===== src/rtl/mlbf_pkg.sv =====
// ----------------------------------------------------------------------------
// mlbf_pkg
// Shared codes, widths and the per-LED pattern entry of the LED controller.
// ----------------------------------------------------------------------------
package mlbf_pkg;

  localparam int MODE_W    = 3;
  localparam int LED_W     = 3;
  localparam int CNT_W     = 16;
  localparam int MASK_W    = 7;
  localparam int LCOUNT_W  = 3;
  localparam int CFG_IDX_W = 3;
  localparam int CFG_W     = 16;
  localparam int DEF_NUM_LEDS = 7;

  localparam logic [MODE_W-1:0] MODE_TICK  = 3'd0;
  localparam logic [MODE_W-1:0] MODE_ON    = 3'd1;
  localparam logic [MODE_W-1:0] MODE_OFF   = 3'd2;
  localparam logic [MODE_W-1:0] MODE_BLINK = 3'd3;
  localparam logic [MODE_W-1:0] MODE_FLASH = 3'd4;

  localparam logic [CFG_IDX_W-1:0] REG_LED_COUNT    = 3'd0;
  localparam logic [CFG_IDX_W-1:0] REG_ENABLED_MASK = 3'd1;
  localparam logic [CFG_IDX_W-1:0] REG_BLINK_ON     = 3'd2;
  localparam logic [CFG_IDX_W-1:0] REG_BLINK_OFF    = 3'd3;
  localparam logic [CFG_IDX_W-1:0] REG_FLASH_ON     = 3'd4;
  localparam logic [CFG_IDX_W-1:0] REG_FLASH_OFF    = 3'd5;

  localparam logic [CNT_W-1:0] BLINK_ON_RST  = 16'd500;
  localparam logic [CNT_W-1:0] BLINK_OFF_RST = 16'd500;
  localparam logic [CNT_W-1:0] FLASH_ON_RST  = 16'd100;
  localparam logic [CNT_W-1:0] FLASH_OFF_RST = 16'd900;

  typedef struct packed {
    logic             flash;
    logic [CNT_W-1:0] pulses;
    logic [CNT_W-1:0] elapsed;
  } entry_t;

endpackage


===== src/rtl/multi_led_blink_flash_controller.sv =====
// ----------------------------------------------------------------------------
// multi_led_blink_flash_controller
// Per-LED on/off/blink/flash control driven by commands and 1 ms tick items.
// ----------------------------------------------------------------------------
// One item is handled at a time. A command goes to S_DONE, where its result is
// registered. A tick runs S_WALK, S_DRAIN, S_DONE and walks the pattern memory
// one LED per cycle, reading one entry while the previous one is written back.
// Pin levels and pattern flags live in flip-flops; each patterned LED keeps
// its kind, remaining pulses and elapsed time in a one-port-read memory.
// The next item is accepted while the previous result waits to be taken.
module multi_led_blink_flash_controller #(
  parameter int NUM_LEDS = mlbf_pkg::DEF_NUM_LEDS
) (
  input  logic                                clk,
  input  logic                                rst,
  input  logic                                in_valid,
  output logic                                in_stall,
  input  logic [mlbf_pkg::MODE_W-1:0]         mode,
  input  logic [mlbf_pkg::LED_W-1:0]          led,
  input  logic [mlbf_pkg::CNT_W-1:0]          repeat_count,
  output logic                                out_valid,
  input  logic                                out_stall,
  output logic [mlbf_pkg::MASK_W-1:0]         pin_levels,
  output logic [mlbf_pkg::MASK_W-1:0]         pattern_active,
  output logic                                accepted,
  input  logic                                cfg_valid,
  output logic                                cfg_ready,
  input  logic [mlbf_pkg::CFG_IDX_W-1:0]      cfg_index,
  input  logic [mlbf_pkg::CFG_W-1:0]          cfg_data
);
  import mlbf_pkg::*;

  localparam int LW = (NUM_LEDS > 1) ? $clog2(NUM_LEDS) : 1;
  localparam logic [LW-1:0] LAST_IDX = LW'(NUM_LEDS - 1);

  typedef enum logic [3:0] {
    S_IDLE  = 4'b0001,
    S_WALK  = 4'b0010,
    S_DRAIN = 4'b0100,
    S_DONE  = 4'b1000
  } state_t;

  state_t state, state_next;

  logic [LCOUNT_W-1:0] led_count;
  logic [MASK_W-1:0]   enabled_mask;
  logic [CNT_W-1:0]    blink_on_ms, blink_off_ms, flash_on_ms, flash_off_ms;

  logic [NUM_LEDS-1:0] pin_q, pattern_q;
  logic                acc_q;

  entry_t              mem [NUM_LEDS];
  entry_t              rdata;
  logic [LW-1:0]       rd_idx;
  logic                p_valid;
  logic [LW-1:0]       p_idx;

  logic                in_acc, cmd_ok, cmd_acc, cmd_pat;
  logic [LW-1:0]       led_idx;
  logic                p_go, pin_new, pat_new;
  logic [CNT_W-1:0]    e_inc, on_p, off_p;
  entry_t              wr_tick, wr_cmd, mem_wd;
  logic                mem_we;
  logic [LW-1:0]       mem_wa;
  logic                out_free;

  function automatic logic chan_ok(input logic [5:0] idx,
                                   input logic [LCOUNT_W-1:0] cnt,
                                   input logic [MASK_W-1:0] msk);
    chan_ok = (idx < {3'b000, cnt}) && (idx < 6'(NUM_LEDS)) &&
              (idx < 6'(MASK_W)) && msk[idx[2:0]];
  endfunction

  assign cfg_ready = 1'b1;

  always_ff @(posedge clk) begin
    if (rst) begin
      led_count    <= '0;
      enabled_mask <= '0;
      blink_on_ms  <= BLINK_ON_RST;
      blink_off_ms <= BLINK_OFF_RST;
      flash_on_ms  <= FLASH_ON_RST;
      flash_off_ms <= FLASH_OFF_RST;
    end else if (cfg_valid && cfg_ready) begin
      unique case (cfg_index)
        REG_LED_COUNT:    led_count    <= cfg_data[LCOUNT_W-1:0];
        REG_ENABLED_MASK: enabled_mask <= cfg_data[MASK_W-1:0];
        REG_BLINK_ON:     blink_on_ms  <= cfg_data;
        REG_BLINK_OFF:    blink_off_ms <= cfg_data;
        REG_FLASH_ON:     flash_on_ms  <= cfg_data;
        REG_FLASH_OFF:    flash_off_ms <= cfg_data;
        default: ;
      endcase
    end
  end

  assign in_stall = (state != S_IDLE);
  assign in_acc   = in_valid && !in_stall;
  assign led_idx  = LW'(led);
  assign out_free = !out_valid || !out_stall;

  always_comb begin
    cmd_ok  = in_acc && (mode != MODE_TICK) && (mode <= MODE_FLASH) &&
              chan_ok(6'(led), led_count, enabled_mask);
    cmd_pat = cmd_ok && ((mode == MODE_BLINK) || (mode == MODE_FLASH));
    cmd_acc = 1'b0;
    if (cmd_ok) begin
      unique case (mode)
        MODE_ON:  cmd_acc = !pin_q[led_idx];
        MODE_OFF: cmd_acc = pin_q[led_idx];
        default:  cmd_acc = 1'b1;
      endcase
    end
    wr_cmd.flash   = (mode == MODE_FLASH);
    wr_cmd.pulses  = repeat_count;
    wr_cmd.elapsed = '0;
  end

  always_comb begin
    p_go    = p_valid && chan_ok(6'(p_idx), led_count, enabled_mask) && pattern_q[p_idx];
    e_inc   = (rdata.elapsed == '1) ? rdata.elapsed : rdata.elapsed + 16'd1;
    on_p    = rdata.flash ? flash_on_ms : blink_on_ms;
    off_p   = rdata.flash ? flash_off_ms : blink_off_ms;
    wr_tick = rdata;
    wr_tick.elapsed = e_inc;
    pin_new = pin_q[p_idx];
    pat_new = 1'b1;
    if (pin_q[p_idx]) begin
      if (e_inc >= on_p) begin
        pin_new = 1'b0;
        wr_tick.elapsed = '0;
        if (rdata.pulses != '0) begin
          wr_tick.pulses = rdata.pulses - 16'd1;
          if (rdata.pulses == 16'd1) pat_new = 1'b0;
        end
      end
    end else if (e_inc >= off_p) begin
      pin_new = 1'b1;
      wr_tick.elapsed = '0;
    end
    mem_we = p_go || cmd_pat;
    mem_wa = p_go ? p_idx : led_idx;
    mem_wd = p_go ? wr_tick : wr_cmd;
  end

  always_ff @(posedge clk) begin
    if (mem_we) begin
      mem[mem_wa] <= mem_wd;
    end
    if (state == S_WALK) begin
      rdata <= mem[rd_idx];
    end
  end

  always_comb begin
    state_next = state;
    unique case (state)
      S_IDLE: begin
        if (in_acc) state_next = (mode == MODE_TICK) ? S_WALK : S_DONE;
      end
      S_WALK: begin
        if (rd_idx == LAST_IDX) state_next = S_DRAIN;
      end
      S_DRAIN: state_next = S_DONE;
      S_DONE: begin
        if (out_free) state_next = S_IDLE;
      end
      default: state_next = S_IDLE;
    endcase
  end

  always_ff @(posedge clk) begin
    if (rst) begin
      state     <= S_IDLE;
      rd_idx    <= '0;
      p_valid   <= 1'b0;
      pin_q     <= '0;
      pattern_q <= '0;
      out_valid <= 1'b0;
    end else begin
      state   <= state_next;
      p_valid <= (state == S_WALK);
      if (state == S_WALK) begin
        rd_idx <= (rd_idx == LAST_IDX) ? '0 : rd_idx + 1'b1;
      end
      if (p_go) begin
        pin_q[p_idx]     <= pin_new;
        pattern_q[p_idx] <= pat_new;
      end else if (cmd_acc) begin
        pin_q[led_idx]     <= (mode != MODE_OFF);
        pattern_q[led_idx] <= cmd_pat;
      end
      if ((state == S_DONE) && out_free) begin
        out_valid <= 1'b1;
      end else if (out_valid && !out_stall) begin
        out_valid <= 1'b0;
      end
    end
  end

  always_ff @(posedge clk) begin
    p_idx <= rd_idx;
    if (in_acc) begin
      acc_q <= (mode == MODE_TICK) || cmd_acc;
    end
    if ((state == S_DONE) && out_free) begin
      pin_levels     <= MASK_W'(pin_q);
      pattern_active <= MASK_W'(pattern_q);
      accepted       <= acc_q;
    end
  end

endmodule

===== config.mk =====
export PLATFORM = sky130hd
export DESIGN_NAME = multi_led_blink_flash_controller
export DESIGN_NICKNAME = d
export VERILOG_FILES = /design/src/rtl/mlbf_pkg.sv /design/src/rtl/multi_led_blink_flash_controller.sv
export SDC_FILE = /design/constraint.sdc
export NUM_CORES = 1
export LEC_CHECK = 0
export BUFFER_PORTS_ARGS = -buffer_cell sky130_fd_sc_hd__buf_2
export CAP_MARGIN = 20
export CORE_UTILIZATION = 50
export DETAILED_ROUTE_END_ITERATION = 10
export GPL_TIMING_DRIVEN = 0
export PLACE_DENSITY = 0.64
export REMOVE_ABC_BUFFERS = 1
export SYNTH_ARGS = -nofsm -noshare
export SYNTH_HDL_FRONTEND = slang
export SYNTH_SLANG_ARGS = --single-unit

===== constraint.sdc =====
create_clock -name clk -period 6.66 [get_ports clk]
set_input_delay 1.332 -clock clk [delete_from_list [all_inputs] [get_ports clk]]
set_output_delay 1.332 -clock clk [all_outputs]
set_load 0.01 [all_outputs]

==> impl_metrics.ini, run 1 <==
[outcome]
status = finished clean

[die]
initial_core_util = 0.514
dieHeight_um = 186
die_area_mm2 = 0.0346
num_rows = 66
core_mm2 = 0.0329
die_x_um = 186
pin_count = 64

[setup_path]
worstPathArrival_ps = 5050
critPathKind = reg -> reg
crit_required_ps = 6880
path_cells = ha_1, and3_1, and2_1, nand3_1, and2_1, and3_1, xor2_1, ha_1, a21oi_1, o21ai_0, a2bb2oi_1, nand3_1, nor2_1, o21ai_1, buf_4, nor3_1
crit_slowest_cell = nor3_1
reg2reg_from = rdata[0]
r2r_slack_ps = 1830
worstSetupEndpointType = flip-flop
critPathMaxStageDelay_ps = 580
critPathMaxFanout = 9
cp-start-kind = flip-flop
reg2reg_depth = 16
r2r_end = mem[1][4]

[cts]
postCtsSetupRepairBufs = 0
post_cts_resized = 0
cts_max_level = 2
cts_tree = yes
numCtsBuffers = 40
root_buffer = clkbuf_16
clock_latency_ps = 530
cts.sinks = 380
holdBufCountCts = 0
cts.path.max_buffers = 3
cts.reportedPaths.clkPinSlew_ps = 60

[cells_and_area]
final_nets = 1466
drive_gt1_frac = 0.171
area.growth.synth_to_final_pct = 13.4
diodes = 0
seqCellArea_mm2 = 0.0104
fill_cells = 2711
multi_input_area_mm2 = 0.00620
finish.instance_area_mm2 = 0.0192

[sta]
rsz0062_at_grt = no
fin_crit_ps = 4830
slew_headroom = 0.285
drv_slew = 0
fmax_ghz = 0.207
fin_skew_ps = 16.7
hold_violations = 0
finalCritPeriodShare = 0.725
setup_viol = 0
tightest_slew_ps = 1070

[grt]
grt_use_total = 0.221
grt_pass1_vias = 10400
grt_max_degree = 83
antenna_found_initial = 0
grt_pass1_wl_um = 58000
gr-total-overflow = 0

[synth]
synth_cell_types = 74
ys_async_sr_fraction = 0
yosysTopAreaCell = edfxtp_1
ys_warn_count = 0
synth.cell_area_mm2 = 0.0169
synth_area_leaders = edfxtp_1 (50%), dfxtp_1 (12%), mux2i_1 (4.7%), nand2_1 (4.6%), mux4_2 (4.4%)
ys_seq_area_frac = 0.616
postSynthAreaPerCell_um2 = 12.7
yosys.area.top_type_share = 0.497
synth-edff-count = 280
synth_seq_cells = 380
syn_inst = 1328
synth_flop_cell = edfxtp_1

[run]
drv_cap = 0

[detailed_routing]
ant_nets = 0
first_pass_iters = 5
wl_per_cell_um = 19.8
vias = 10600
vias_per_cell = 5.71
drc = 0
drt_wl_total_um = 36700
drt_iter0_drc = 773

[placed_design]
hpwl_um = 23400
gp_congestion = 0.881
portBuffers = 62
place_area_mm2 = 0.0179

[pwr]
ir_drop_v = 0.000206
p_total_mw = 4.80
p_per_area_mw_per_mm2 = 250
leakagePower_nw = 6.23

[worst_hold_path]
min-delay-start = acc_q
hold_class = reg -> reg
hold-path-cell-count = 0
min_to = accepted
==> registers in the layout, summed over array words and instances (netlist names), 16 cells and up <==
signal,flops
blink_off_ms,16
blink_on_ms,16
flash_off_ms,16
flash_on_ms,16
mem,231
rdata,33
==> report_power, final <==
group	leakage (nW)	internal, mW	switching, mW
clock network	0.591	1.19	0.879
logic	2.51	0.0639	0.106
registers	3.13	2.55	0.0143
total	6.23	3.80	1.00
==> worst max-delay path: cells and delay by family, from the launching register on <==
family	cells	cell delay (ps)
XOR/XNOR	1	360
AO/OA/AOI/OAI	4	760
buffers and inverters	1	300
flip-flops	1	450
AND/OR/NAND/NOR	8	2070
adder cells (fa/ha/maj)	2	570
==> area by class of cell <==
class / count / area share
clock buffers: 53 / 0.0570
clock inverters: 21 / 0.00640
inverters: 16 / 0.00313
multi-input cells: 859 / 0.323
flip-flops and latches: 380 / 0.544
well taps: 442 / 0.0289
repair buffers: 84 / 0.0377
==> synthesized netlist by cell type, types with 3 or more instances <==
cell type,count
a2111oi_0,3
a211oi_1,8
a21o_1,3
a21oi_1,74
a2bb2oi_1,3
a311oi_1,3
a31oi_1,9
and2_1,5
and3_1,8
and3b_1,3
and4_1,5
buf_1,9
buf_2,8
clkbuf_1,49
clkbuf_8,3
dfxtp_1,100
edfxtp_1,280
ha_1,39
inv_1,16
mux2_2,40
mux2i_1,80
mux4_2,33
nand2_1,208
nand2b_1,12
nand3_1,28
nand3b_1,25
nand4_1,9
nand4b_1,10
nor2_1,59
nor2b_1,17
nor3_1,18
nor4_1,4
o211a_1,6
o211ai_1,5
o21a_1,4
o21ai_0,58
or2_2,5
or3_1,9
xnor2_1,9
xor2_1,16
==> metrics by stage <==
step	hold WS, ps	setup TNS, ps	std cells	setup slack [ps]	util
2_1_floorplan	400	0	1255	1870	-
3_3_place_gp	406	-159110	1759	-1290	0.530
3_5_place_dp	411	0	1779	1510	0.546
4_1_cts	425	0	1853	1480	0.583
5_1_grt	437	0	1855	1360	0.583
6_report	421	0	1855	1830	0.583
==> how the worst max path moves through the flow <==
stage / start / endpoint / cells after the start
6_report: rdata[0] / mem[1][4] / 16
3_5_place_dp: rdata[0] / mem[1][10] / 16
5_1_grt: rdata[0] / mem[5][4] / 16
4_1_cts: rdata[0] / mem[5][10] / 16
2_1_floorplan: p_idx[1] / mem[1][0] / 6
3_3_place_gp: p_idx[0] / mem[3][9] / 6
==> per-layer routing <==
| layer | track usage | part of all wire |
|---|---|---|
| met5 | 0 | 0 |
| met4 | 0.0626 | 0.023 |
| met2 | 0.361 | 0.48 |
| met1 | 0.303 | 0.45 |
| met3 | 0.0360 | 0.049 |
==> cell usage in the layout (no fill, tap or decap), types with 15 or more instances in the layout <==
master / n
clkbuf_16: 42
dfxtp_1: 97
ha_1: 39
clkinv_1: 15
buf_2: 63
nor3_1: 17
nand3_1: 28
mux2i_1: 80
mux4_2: 33
inv_1: 15
mux2_2: 40
xor2_1: 16
nor2_1: 56
a21oi_1: 70
nand3b_1: 25
o21ai_0: 57
nor2b_1: 17
nand2_1: 208
edfxtp_1: 280
==> logic make-up after synthesis <==
logic type,synth area share
DFF,0.616
muxes,0.118
AOI/OAI and AO/OA,0.0713
other,0.000222
adders and majority gates,0.0289
buffers and inverters,0.0235
and+or+nand+nor,0.130
xor gates and xnor gates,0.0130
No activity file was read; power rests on OpenSTA's default activity.
==> run 2, diff against run 1 <==
Settings changed: PLACE_DENSITY 0.64 to 0.66.
Clock period 6.66 ns to 4.3 ns, I/O delays scaled along.
==> run 2 against run 1 <==
Power is 59% higher. Sequential power is 55% higher. First-iteration DRC count up 22%. Hold slack better by 1.4 ps. Critical path depth down 1. Clock power increased by 64%. Cell area increased by 1.5%. Wire length is 0.79% lower. Clock-buffer cell count decreased by 8. Die area unchanged. Combinational power increased by 59%. Non-clock buffer count grew 6. Critical path type unchanged. Critical endpoint is now pattern_q[0]. Largest power group unchanged. Highest routed layer unchanged.
==> impl_metrics.ini, run 2 (synthesis gave the netlist of run 1 again) <==
[pwr]
leakagePower_nw = 6.33
p_total_mw = 7.63
p_per_area_mw_per_mm2 = 392
ir_drop_v = 0.000315

[detailed_routing]
wl_per_cell_um = 19.6
drt_wl_total_um = 36400
first_pass_iters = 5
drc = 0
ant_nets = 0
drt_iter0_drc = 942
vias = 10700
vias_per_cell = 5.74

[sta]
hold_violations = 0
setup_viol = 0
fmax_ghz = 0.243
tightest_slew_ps = 987
whs_ps = 423
finalCritPeriodShare = 0.955
fin_crit_ps = 4110
fin_skew_ps = 22.9
slew_headroom = 0.335
rsz0062_at_grt = yes
drv_slew = 0

[setup_path]
critPathMaxStageDelay_ps = 400
critPathMaxFanout = 16
crit_family = simple AND/OR/NAND/NOR gates
critPathKind = reg -> reg
crit_required_ps = 4710
worstPathArrival_ps = 4520
cp-start-kind = flip-flop
worstSetupEndpointType = flip-flop
crit_slowest_cell = edfxtp_1
cp_num_buf_inv = 1
path_cells = ha_1, and3_1, and2_1, and2_1, nand3_1, mux2_2, ha_1, nand4_1, nor3_2, a2bb2oi_1, a31oi_2, buf_6, and4_4, nor3_1, or3_1

[die]
pin_count = 64
die_area_mm2 = 0.0346
initial_core_util = 0.514
die_x_um = 186
core_mm2 = 0.0329
num_rows = 66
dieHeight_um = 186

[run]
drv_cap = 0

[cells_and_area]
largest-register = mem
seqCellArea_mm2 = 0.0104
drive_gt1_frac = 0.208
final_cell_mix = edfxtp_1 (280), nand2_1 (208), dfxtp_1 (97), mux2i_1 (80), a21oi_1 (67)
layout_commonest_cell = edfxtp_1
multi_input_area_mm2 = 0.00638
largest_reg_flops = 231
fill_cells = 2636
diodes = 0
final_nets = 1471
reg_top3 = mem x231, rdata x33
finish.instance_area_mm2 = 0.0195
area.growth.synth_to_final_pct = 15.1

[placed_design]
gp_congestion = 0.853
place_area_mm2 = 0.0179
portBuffers = 62
hpwl_um = 23100

[grt]
grt_pass1_wl_um = 57300
grt_use_total = 0.217
antenna_found_initial = 0
gr-total-overflow = 0
grt_max_degree = 83
grt_pass1_vias = 10300

[cts]
cts_tree = yes
cts_max_level = 2
numCtsBuffers = 39
clock_latency_ps = 530
cts.sinks = 380
cts.path.max_buffers = 3
root_buffer = clkbuf_16
cts.reportedPaths.clkPinSlew_ps = 60

[worst_hold_path]
hold_class = reg -> reg

[outcome]
status = finished clean
## run 2: changes by cell type in the layout (fill, tap and decap cells not counted), moves of 5 or more
cell and change:
o21ai_2 +14, clkbuf_1 -5, nor2b_1 -7, o21ai_0 -15, clkinv_1 -5, bufinv_16 +5, nor2b_2 +7, buf_4 +5
## run 2: timing repair
item | in CTS | in global routing
gates resized for setup | 36 | 27
pin swaps | 2 | 3
setup buffers | 1 | 6
hold buffers | 0 | 0
setup endpoints to repair | 215 | 237
## run 2: routing by layer
metal | up-vias | track usage | wire length, um
li1 | 5066 | - | -
met1 | 5264 | 0.305 | 16500
met2 | 271 | 0.351 | 17400
met3 | 65 | 0.0303 | 1750
met4 | 0 | 0.0633 | 817
met5 | - | 0 | 0
## run 2: area by class of cell
cell class	count	share of cell area
flip-flops and latches	380	0.535
multi-input cells	859	0.328
clock buffers	45	0.0513
repair buffers	90	0.0392
well taps	442	0.0284
clock inverters	26	0.0145
inverters	16	0.00309
## run 2: stage by stage
| stage | instances | util | TNS [ps] | setup slack [ps] |
|---|---|---|---|---|
| 2_1_floorplan | 1255 | - | -56000 | -492 |
| 3_3_place_gp | 1759 | 0.530 | -951860 | -3450 |
| 3_5_place_dp | 1779 | 0.545 | -58490 | -871 |
| 4_1_cts | 1851 | 0.587 | -253 | -108 |
| 5_1_grt | 1858 | 0.592 | -5140 | -89.1 |
| 6_report | 1858 | 0.592 | 0 | 192 |
## run 2: path summary, 6_finish.rpt
| path | from | end | slack [ps] | cells past startpoint |
|---|---|---|---|---|
| worst max-delay path | rdata[0] | pattern_q[0] | 190 | 15 |
| worst min-delay path | acc_q | accepted | 420 | 0 |
| worst max register to register | rdata[0] | pattern_q[0] | 190 | 15 |
| worst min register to register | acc_q | accepted | 420 | 0 |
## run 2: worst register-to-register path: cells and delay by family (launching register included)
| family | cells | cell delay, ps |
|---|---|---|
| simple gates | 9 | 1960 |
| fa+ha+maj | 2 | 560 |
| compound gates | 2 | 460 |
| flops | 1 | 400 |
| mux | 1 | 390 |
| buf+inv | 1 | 240 |
## run 2: where the power goes
group	switching, mW	leakage, nW	internal (mW)
clock	1.36	0.625	2.03
combinational	0.169	2.57	0.102
sequential	0.0211	3.13	3.94
total	1.55	6.33	6.07
